`config.mk`:
```
export PLATFORM = sky130hd
export DESIGN_NAME = saturating_sample_add_sub_top
export DESIGN_NICKNAME = d
export VERILOG_FILES = /design/src/rtl/core/ssas_pkg.sv /design/src/rtl/core/ssas_cfg.sv /design/src/rtl/core/ssas_alu.sv /design/src/rtl/core/saturating_sample_add_sub_top.sv
export SDC_FILE = /design/constraint.sdc
export NUM_CORES = 1
export LEC_CHECK = 0
export BUFFER_PORTS_ARGS = -buffer_cell sky130_fd_sc_hd__buf_2
export CAP_MARGIN = 30
export CORE_ASPECT_RATIO = 1.5
export CORE_MARGIN = 2
export CORE_UTILIZATION = 40
export DETAILED_ROUTE_END_ITERATION = 16
export PLACE_DENSITY = 0.69
export SYNTH_ARGS = -nofsm -noshare
export SYNTH_HDL_FRONTEND = slang
export SYNTH_HIERARCHICAL = 1
export SYNTH_SLANG_ARGS = --single-unit
```
`constraint.sdc`:
```
create_clock -name clk -period 8.75 [get_ports clk]
set_input_delay 0 -clock clk [delete_from_list [all_inputs] [get_ports clk]]
set_output_delay 0 -clock clk [all_outputs]
set_load 0.02 [all_outputs]
```
`src/rtl/core/ssas_pkg.sv`:
```
package ssas_pkg;

    localparam int unsigned SAMPLE_W = 32;
    localparam int unsigned FMT_W    = 3;
    localparam int unsigned CFG_IDX_W  = 1;
    localparam int unsigned CFG_DATA_W = 3;

    localparam logic [FMT_W-1:0] FMT_U8  = 3'd0;
    localparam logic [FMT_W-1:0] FMT_S8  = 3'd1;
    localparam logic [FMT_W-1:0] FMT_O8  = 3'd2;
    localparam logic [FMT_W-1:0] FMT_U16 = 3'd3;
    localparam logic [FMT_W-1:0] FMT_S16 = 3'd4;
    localparam logic [FMT_W-1:0] FMT_O16 = 3'd5;
    localparam logic [FMT_W-1:0] FMT_S32 = 3'd6;

    localparam logic OP_ADD = 1'b0;
    localparam logic OP_SUB = 1'b1;

    localparam logic [CFG_IDX_W-1:0] CFG_FORMAT    = 1'b0;
    localparam logic [CFG_IDX_W-1:0] CFG_OPERATION = 1'b1;

    typedef struct packed {
        logic [FMT_W-1:0] sample_format;
        logic             operation;
    } ssas_cfg_t;

endpackage

```
`src/rtl/core/ssas_cfg.sv`:
```
module ssas_cfg
(
    input  logic                                 clk,
    input  logic                                 rst_n,
    input  logic                                 cfg_valid,
    output logic                                 cfg_ready,
    input  logic [ssas_pkg::CFG_IDX_W-1:0]       cfg_index,
    input  logic [ssas_pkg::CFG_DATA_W-1:0]      cfg_data,
    output ssas_pkg::ssas_cfg_t                  cfg
);

    ssas_pkg::ssas_cfg_t cfg_reg;
    ssas_pkg::ssas_cfg_t cfg_next;

    assign cfg_ready = 1'b1;
    assign cfg       = cfg_reg;

    always_comb
    begin
        cfg_next = cfg_reg;
        if (cfg_valid)
        begin
            case (cfg_index)
                ssas_pkg::CFG_FORMAT:
                begin
                    cfg_next.sample_format = cfg_data[ssas_pkg::FMT_W-1:0];
                end
                ssas_pkg::CFG_OPERATION:
                begin
                    cfg_next.operation = cfg_data[0];
                end
                default:
                begin
                    cfg_next = cfg_reg;
                end
            endcase
        end
    end

    always_ff @(posedge clk or negedge rst_n)
    begin
        if (!rst_n)
        begin
            cfg_reg.sample_format <= ssas_pkg::FMT_U8;
            cfg_reg.operation     <= ssas_pkg::OP_ADD;
        end
        else
        begin
            cfg_reg <= cfg_next;
        end
    end

endmodule

```
`src/rtl/core/ssas_alu.sv`:
```
module ssas_alu
(
    input  ssas_pkg::ssas_cfg_t                  cfg,
    input  logic [ssas_pkg::SAMPLE_W-1:0]        first_sample,
    input  logic [ssas_pkg::SAMPLE_W-1:0]        second_sample,
    output logic [ssas_pkg::SAMPLE_W-1:0]        result_sample
);

    localparam logic [1:0] W8  = 2'd0;
    localparam logic [1:0] W16 = 2'd1;
    localparam logic [1:0] W32 = 2'd2;

    logic signed [33:0] a_s;
    logic signed [33:0] b_s;
    logic signed [33:0] lo_s;
    logic signed [33:0] hi_s;
    logic signed [33:0] sum_s;
    logic signed [33:0] clip_s;
    logic [1:0]         wcls;
    logic               off_flag;
    logic               fmt_ok;

    // operands widened to 34 bits, offset formats centered by flipping the msb
    always_comb
    begin
        a_s      = '0;
        b_s      = '0;
        lo_s     = '0;
        hi_s     = '0;
        wcls     = W8;
        off_flag = 1'b0;
        fmt_ok   = 1'b1;
        case (cfg.sample_format)
            ssas_pkg::FMT_U8:
            begin
                a_s  = {26'b0, first_sample[7:0]};
                b_s  = {26'b0, second_sample[7:0]};
                hi_s = 34'sd255;
            end
            ssas_pkg::FMT_S8:
            begin
                a_s  = {{26{first_sample[7]}}, first_sample[7:0]};
                b_s  = {{26{second_sample[7]}}, second_sample[7:0]};
                lo_s = -34'sd128;
                hi_s = 34'sd127;
            end
            ssas_pkg::FMT_O8:
            begin
                a_s      = {{27{~first_sample[7]}}, first_sample[6:0]};
                b_s      = {{27{~second_sample[7]}}, second_sample[6:0]};
                lo_s     = -34'sd128;
                hi_s     = 34'sd127;
                off_flag = 1'b1;
            end
            ssas_pkg::FMT_U16:
            begin
                a_s  = {18'b0, first_sample[15:0]};
                b_s  = {18'b0, second_sample[15:0]};
                hi_s = 34'sd65535;
                wcls = W16;
            end
            ssas_pkg::FMT_S16:
            begin
                a_s  = {{18{first_sample[15]}}, first_sample[15:0]};
                b_s  = {{18{second_sample[15]}}, second_sample[15:0]};
                lo_s = -34'sd32768;
                hi_s = 34'sd32767;
                wcls = W16;
            end
            ssas_pkg::FMT_O16:
            begin
                a_s      = {{19{~first_sample[15]}}, first_sample[14:0]};
                b_s      = {{19{~second_sample[15]}}, second_sample[14:0]};
                lo_s     = -34'sd32768;
                hi_s     = 34'sd32767;
                wcls     = W16;
                off_flag = 1'b1;
            end
            ssas_pkg::FMT_S32:
            begin
                a_s  = {{2{first_sample[31]}}, first_sample};
                b_s  = {{2{second_sample[31]}}, second_sample};
                lo_s = -34'sd2147483648;
                hi_s = 34'sd2147483647;
                wcls = W32;
            end
            default:
            begin
                fmt_ok = 1'b0;
            end
        endcase
    end

    always_comb
    begin
        sum_s = (cfg.operation == ssas_pkg::OP_SUB) ? (a_s - b_s) : (a_s + b_s);
        if (sum_s > hi_s)
        begin
            clip_s = hi_s;
        end
        else if (sum_s < lo_s)
        begin
            clip_s = lo_s;
        end
        else
        begin
            clip_s = sum_s;
        end
    end

    // narrow to format width, offset formats get the msb flipped back
    always_comb
    begin
        result_sample = '0;
        if (fmt_ok)
        begin
            case (wcls)
                W8:
                begin
                    result_sample = {24'b0, clip_s[7] ^ off_flag, clip_s[6:0]};
                end
                W16:
                begin
                    result_sample = {16'b0, clip_s[15] ^ off_flag, clip_s[14:0]};
                end
                W32:
                begin
                    result_sample = clip_s[31:0];
                end
                default:
                begin
                    result_sample = '0;
                end
            endcase
        end
    end

endmodule

```
`src/rtl/core/saturating_sample_add_sub_top.sv`:
```
// saturating sample add / subtract
// slave stream: s_axis_tdata carries two samples per transfer, s_axis_tlast
// marks the last sample of a buffer. master stream: one saturated result per
// input transfer, m_axis_tlast copies the input tlast.
// config channel: cfg_index 0 selects sample_format (u8, s8, offset u8, u16,
// s16, offset u16, s32), index 1 selects operation (add, first minus second).
// cfg_ready is always high; write config only while the stream is idle.
// an input transfer passes the input register, then the result register,
// before m_axis_tvalid rises. throughput: one transfer per cycle while the
// sink does not stall, set by the two-register pipeline with one adder and
// clip stage between them.
// when the sink stalls, the result register holds and the input register
// still takes one more transfer; s_axis_tready drops once both are full.
// reset: both pipeline stages empty, format u8, operation add.
module saturating_sample_add_sub_top
(
    input  logic                                 clk,
    input  logic                                 rst_n,
    input  logic                                 s_axis_tvalid,
    output logic                                 s_axis_tready,
    input  logic [2*ssas_pkg::SAMPLE_W-1:0]      s_axis_tdata,  // first_sample, second_sample
    input  logic                                 s_axis_tlast,
    output logic                                 m_axis_tvalid,
    input  logic                                 m_axis_tready,
    output logic [ssas_pkg::SAMPLE_W-1:0]        m_axis_tdata,  // result_sample
    output logic                                 m_axis_tlast,
    input  logic                                 cfg_valid,
    output logic                                 cfg_ready,
    input  logic [ssas_pkg::CFG_IDX_W-1:0]       cfg_index,
    input  logic [ssas_pkg::CFG_DATA_W-1:0]      cfg_data
);

    ssas_pkg::ssas_cfg_t                 cfg;
    logic                                in_v_reg;
    logic [ssas_pkg::SAMPLE_W-1:0]       a_reg;
    logic [ssas_pkg::SAMPLE_W-1:0]       b_reg;
    logic                                in_last_reg;
    logic                                out_v_reg;
    logic [ssas_pkg::SAMPLE_W-1:0]       res_reg;
    logic [ssas_pkg::SAMPLE_W-1:0]       res_next;
    logic                                out_last_reg;
    logic                                adv_out;
    logic                                adv_in;

    ssas_cfg u_cfg
    (
        .clk       (clk),
        .rst_n     (rst_n),
        .cfg_valid (cfg_valid),
        .cfg_ready (cfg_ready),
        .cfg_index (cfg_index),
        .cfg_data  (cfg_data),
        .cfg       (cfg)
    );

    ssas_alu u_alu
    (
        .cfg           (cfg),
        .first_sample  (a_reg),
        .second_sample (b_reg),
        .result_sample (res_next)
    );

    assign adv_out       = !out_v_reg || m_axis_tready;
    assign adv_in        = !in_v_reg || adv_out;
    assign s_axis_tready = adv_in;
    assign m_axis_tvalid = out_v_reg;
    assign m_axis_tdata  = res_reg;
    assign m_axis_tlast  = out_last_reg;

    always_ff @(posedge clk or negedge rst_n)
    begin
        if (!rst_n)
        begin
            in_v_reg  <= 1'b0;
            out_v_reg <= 1'b0;
        end
        else
        begin
            if (adv_in)
            begin
                in_v_reg <= s_axis_tvalid;
            end
            if (adv_out)
            begin
                out_v_reg <= in_v_reg;
            end
        end
    end

    always_ff @(posedge clk)
    begin
        if (adv_in && s_axis_tvalid)
        begin
            a_reg       <= s_axis_tdata[ssas_pkg::SAMPLE_W-1:0];
            b_reg       <= s_axis_tdata[2*ssas_pkg::SAMPLE_W-1:ssas_pkg::SAMPLE_W];
            in_last_reg <= s_axis_tlast;
        end
        if (adv_out && in_v_reg)
        begin
            res_reg      <= res_next;
            out_last_reg <= in_last_reg;
        end
    end

endmodule

```
==> impl_metrics.json, run 1 <==
{
  "clkSlewWorstSetupHoldPaths_ns": 0.07,
  "critPathMaxStageDelay_ns": 0.76,
  "first_pass_iters": 5,
  "syn2layout_area_growth_pct": 21.29,
  "cts_hold_buf": 74,
  "vdd_drop_max_uv": 137.6,
  "synth_top_area_frac": 0.3377,
  "post-route-util": 0.4904,
  "place_hpwl_mm": 16.81,
  "ys_ff_latch": 104,
  "arrival_ns": 8.32,
  "crit_path_start_kind": "flip-flop",
  "fin_skew_ns": 0.006948,
  "layout_min_cycle_time_ns": 8.218,
  "internal_power_uw": 1805,
  "drtIter0Drc": 445,
  "numCtsBuffers": 9,
  "syn-cell-area_um2": 8715,
  "post_cts_buffers": 0,
  "drt-wirelength-per-cell_um": 16.01,
  "rsz0062_at_grt": "no",
  "status": "completed",
  "path_max_fanout": 20,
  "drcViolationCount": 0,
  "worst_pin_slew_ns": 0.8624,
  "p_comb_frac": 0.693,
  "critPathKind": "reg -> reg",
  "hold_depth": 3,
  "power_frac_clock": 0.108,
  "insertion_delay_ns": 0.37,
  "finalHoldViolations": 0,
  "hold_path_class": "in -> reg",
  "die_area_um2": 23010,
  "synth-async-reset-ratio": 0.05769,
  "drive_gt1_frac": 0.1585,
  "syn_nets": 1123,
  "cp_data_required_time_ns": 8.85,
  "synth.most_common_cell": "a21oi_1",
  "chipWidth_um": 124.5,
  "pin_count": 110,
  "slew_headroom": 0.4160,
  "initial_core_util": 0.4043,
  "syn_inst": 956,
  "synth-main-ff-cell": "edfxtp_1",
  "synth.top_cells.by_count": "a21oi_1 (103), edfxtp_1 (98), nand2_1 (93)",
  "antenna_found_initial": 0,
  "grt_pass1_wl_mm": 36.24,
  "seq_area_frac_synth": 0.3549,
  "rows": 66,
  "finalCritPeriodShare": 0.9392,
  "finalSetupViolations": 0,
  "cts_tree": "built",
  "htreeDepth": 3,
  "core_area_um2": 21550,
  "p_per_area_nw_per_um2": 329.6,
  "reg2reg_depth": 30,
  "finalWirelength_mm": 22.43,
  "max_freq_ghz": 0.1217,
  "fillers": 2021,
  "max_cap_viol_count": 0,
  "p_leak_uw": 0.004482,
  "power_frac_seq": 0.199,
  "synth_warnings": 6,
  "die_h_um": 184.8,
  "cts-root-buf": "clkbuf_16",
  "globalRouteOverflowTotal": 0,
  "routed_via_density": 5.525,
  "drv_slew": 0,
  "worst_setup_path_end_kind": "flip-flop",
  "synth_edf_count": 98,
  "clock_sinks": 104,
  "num_antenna_cells": 0,
  "p_sw_frac": 0.4818,
  "synth.area.top_cells": "edfxtp_1 (34%), ha_1 (13%), a21oi_1 (5.9%), nand2_1 (4.0%), o21ai_0 (3.9%)",
  "synth_area_per_cell_um2": 9.116,
  "power.net_switching_uw": 1679,
  "dp_cells": 1311,
  "dr_total_vias": 7740,
  "grt_usage": 0.1929,
  "clockBufferDepth": 2,
  "netlist-cell-type-count": 73,
  "final_antenna_net_count": 0,
  "routabilityCongestion": 0.8904,
  "nets": 1291,
  "tns_ns": 0,
  "grt_pass1_vias": 7599,
  "postCtsResizedCells": 0,
  "yosys.area.top_type": "edfxtp_1",
  "slowest_stage": "o311ai_1",
  "grt_max_degree": 66,
  "stdcell_count": 1401,
  "port_buffers": 108
}
logic make-up after synthesis:
kind of cell | after synthesis | share of synthesized area
AOI/OAI and AO/OA | 332 | 0.2447
and+or+nand+nor | 298 | 0.1698
DFF | 104 | 0.3549
adders and majority gates | 95 | 0.1367
buffers and inverters | 68 | 0.03173
xor gates and xnor gates | 51 | 0.05126
muxes | 7 | 0.01048
other | 1 | 0.0004303
layout make-up:
class | count | area [µm²] | area share
clock inverter | 7 | 46.29 | 0.004380
sequential | 104 | 3093 | 0.2926
clock buffer | 9 | 225.2 | 0.02131
multi-input combinational | 784 | 5355 | 0.5066
inverter | 25 | 93.84 | 0.008878
timing repair buffer | 200 | 1416 | 0.1340
tap | 272 | 340.3 | 0.03220
through the flow:
stage / cell area [µm²] / worst slack (ns) / hold slack [ns] / total power [µW]
after floorplan: 8715 / 1.631 / -0.2956 / 2507
after global placement: 9558 / 0.9422 / -0.1655 / 3016
after detailed placement: 9558 / 0.8197 / -0.1659 / 3056
after CTS: 10570 / 0.7581 / 0.003181 / 3478
after global routing: 10570 / 0.1347 / 0.01765 / 3808
final: 10570 / 0.5324 / 0.01193 / 3484
power by group through the flow:
stage | clock network (µW) | logic, µW | registers (µW)
final | 377 | 2420 | 692
after global routing | 402 | 2700 | 701
after CTS | 389 | 2400 | 694
after detailed placement | 0 | 2350 | 705
after global placement | 0 | 2310 | 705
after floorplan | 0 | 1750 | 760
routing by layer:
layer | vias up | global-route usage | part of all wire | wire length (µm)
met2 | 210 | 0.3515 | 0.51 | 11530
met1 | 3582 | 0.2224 | 0.42 | 9350
met3 | 38 | 0.03235 | 0.042 | 932
met4 | 0 | 0.08404 | 0.028 | 619
met5 | - | 0 | 0 | 0
li1 | 3910 | - | - | -
layout by cell type (no fill, tap or decap), types with 16 or more instances in the layout:
| cell | count |
|---|---|
| nor3_1 | 19 |
| ha_1 | 92 |
| inv_1 | 25 |
| a21oi_1 | 103 |
| dlygate4sd3_1 | 74 |
| buf_4 | 18 |
| nand2_1 | 93 |
| edfxtp_1 | 98 |
| and2_1 | 17 |
| nand3_1 | 16 |
| nor2_1 | 70 |
| xnor2_1 | 27 |
| xor2_1 | 24 |
| nor2b_1 | 16 |
| nand2b_1 | 17 |
| a21o_1 | 45 |
| buf_2 | 108 |
| o21ai_0 | 68 |
worst max-delay path, delay by kind of cell, from the launching register on:
family / cells / cell delay [ns]
buffers and inverters: 3 / 0.70
and+or+nand+nor: 12 / 2.20
DFF: 1 / 0.34
adders and majority gates: 3 / 0.80
AOI/OAI and AO/OA: 12 / 3.91
path summary, 6_finish.rpt:
path	from	end	slack [ns]
worst max-delay path	u_cfg/cfg[1]	m_axis_tdata[8]	0.53
worst min-delay path	cfg_index	u_cfg/cfg[3]	0.01
worst max register to register	u_cfg/cfg[1]	m_axis_tdata[8]	0.53
worst min register to register	in_last_reg	m_axis_tlast	0.42
max in group asynchronous	rst_n	u_cfg/cfg[2]	7.96
min in group asynchronous	rst_n	in_v_reg	0.57
(Power assumes the default switching activity.)
==> run 2, diff against run 1 <==
--- a/config.mk
+++ b/config.mk
@@ -12,2 +12,3 @@
 export CORE_UTILIZATION = 40
+export CTS_CLUSTER_SIZE = 8
 export DETAILED_ROUTE_END_ITERATION = 16
==> constraint.sdc (replaced) <==
create_clock -name clk -period 8.75 [get_ports clk]
set_input_delay 1.3125 -clock clk [delete_from_list [all_inputs] [get_ports clk]]
set_output_delay 1.3125 -clock clk [all_outputs]
set_load 0.02 [all_outputs]
==> run 2 against run 1 <==
Sequential power barely moved. Combinational power is essentially flat. Largest cell class unchanged. Count of clock-buffer cells in the layout did not move. Die area stayed put. Critical endpoint unchanged. Cell area is 7.0% lower. Worst setup slack better by 0.038 ns. Sequential cell count unchanged. Highest routed layer unchanged.
==> impl_metrics.json, run 2 (synthesized netlist as in run 1, its figures left out) <==
{
  "max_cap_viol_count": 0,
  "arrival_ns": 8.28,
  "drtIter0Drc": 409,
  "first_pass_iters": 5,
  "cp_data_required_time_ns": 8.85,
  "final_area_um2": 9829,
  "clkSlewWorstSetupHoldPaths_ns": 0.07,
  "placed_area_um2": 9558,
  "port_buffers": 108,
  "die_h_um": 184.8,
  "core_area_um2": 21550,
  "fin_skew_ns": 0.009227,
  "final_common_cell": "buf_2",
  "post_cts_buffers": 0,
  "cts-root-buf": "clkbuf_16",
  "path_max_fanout": 20,
  "numCtsBuffers": 9,
  "r2r_slack_ns": 0.57,
  "grt_usage": 0.1858,
  "rows": 66,
  "cts_tree": "built",
  "initial_core_util": 0.4043,
  "postCtsResizedCells": 0,
  "die_area_um2": 23010,
  "tns_ns": 0,
  "slew_headroom": 0.4082,
  "chipWidth_um": 124.5,
  "layout_min_cycle_time_ns": 8.180,
  "final_cell_mix": "buf_2 (108), a21oi_1 (103), edfxtp_1 (98)",
  "p_total_uw": 3458,
  "critPathMaxStageDelay_ns": 0.75,
  "clockBufferDepth": 2,
  "p_leak_uw": 0.004174,
  "finalHoldViolations": 0,
  "num_antenna_cells": 0,
  "status": "completed",
  "vdd_drop_max_uv": 136.7,
  "finalWirelength_mm": 21.51,
  "drt-wirelength-per-cell_um": 16.21,
  "finalCritPeriodShare": 0.9348,
  "hold_path_class": "reg -> reg",
  "drv_slew": 0,
  "routed_via_density": 5.587,
  "cts_hold_buf": 0,
  "grt_pass1_wl_mm": 34.82,
  "routabilityCongestion": 0.8904,
  "p_per_area_nw_per_um2": 351.8,
  "nets": 1217,
  "clock_sinks": 104,
  "syn2layout_area_growth_pct": 12.79,
  "grt_pass1_vias": 7270,
  "crit_path_start_kind": "flip-flop",
  "finalSetupViolations": 0,
  "max_freq_ghz": 0.1223,
  "place_hpwl_mm": 16.81,
  "drive_gt1_frac": 0.1697,
  "insertion_delay_ns": 0.37,
  "dr_total_vias": 7414,
  "critPathKind": "reg -> reg",
  "final_antenna_net_count": 0,
  "drcViolationCount": 0,
  "worst_pin_slew_ns": 0.8877,
  "rsz0062_at_grt": "no",
  "worst_setup_path_end_kind": "flip-flop",
  "htreeDepth": 3,
  "slowest_stage": "o311ai_1",
  "globalRouteOverflowTotal": 0,
  "grt_max_degree": 66,
  "antenna_found_initial": 0,
  "pin_count": 110
}
## run 2: changes by cell type in the layout (fill, tap and decap cells not counted), sizes merged
cell	change
dlygate4sd3	-74
## run 2: cell type report
cell class / instances / area (µm²)
clock inverter: 7 / 46.29
sequential: 104 / 3093
clock buffer: 9 / 225.2
inverter: 25 / 93.84
multi-input combinational: 784 / 5355
timing repair buffer: 126 / 675.6
tap: 272 / 340.3
fill: 2090 / 11720
## run 2: worst paths after layout
kind | start | cells after the start | end
worst max-delay path | u_cfg/cfg[2] | 30 | m_axis_tdata[8]
worst min-delay path | in_last_reg | 0 | m_axis_tlast
worst max register to register | u_cfg/cfg[2] | 30 | m_axis_tdata[8]
worst min register to register | in_last_reg | 0 | m_axis_tlast
max in group asynchronous | rst_n | 1 | u_cfg/cfg[2]
min in group asynchronous | rst_n | 1 | in_v_reg
## run 2: per-layer routing
layer	up-vias	part of all wire	GRT usage
met5	-	0	0
met4	0	0.027	0.08090
met3	34	0.045	0.03408
met2	199	0.51	0.3346
met1	3422	0.42	0.2156
li1	3759	-	-
## run 2: where the power goes
part | switching, µW | total [µW] | internal, µW
clock network | 185 | 378 | 193
registers | 35.0 | 692 | 657
logic | 1450 | 2390 | 935
## run 2: worst max-delay path: cells and delay by family, from the launching register on
kind                       cells  cell delay, ns
AOI/OAI and AO/OA             12            3.89
adders and majority gates      3            0.79
buffers and inverters          3            0.70
DFF                            1            0.34
and+or+nand+nor               12            2.18
## run 2: through the flow
stage / worst slack, ns / hold slack [ns] / util / instances
6_report: 0.5704 / 0.4251 / 0.4561 / 1327
3_3_place_gp: 0.9422 / 0.4013 / 0.4435 / 1311
2_1_floorplan: 1.631 / 0.4003 / - / 956
4_1_cts: 0.7581 / 0.4282 / 0.4561 / 1327
3_5_place_dp: 0.8197 / 0.4110 / 0.4435 / 1311
5_1_grt: 0.1347 / 0.4313 / 0.4561 / 1327
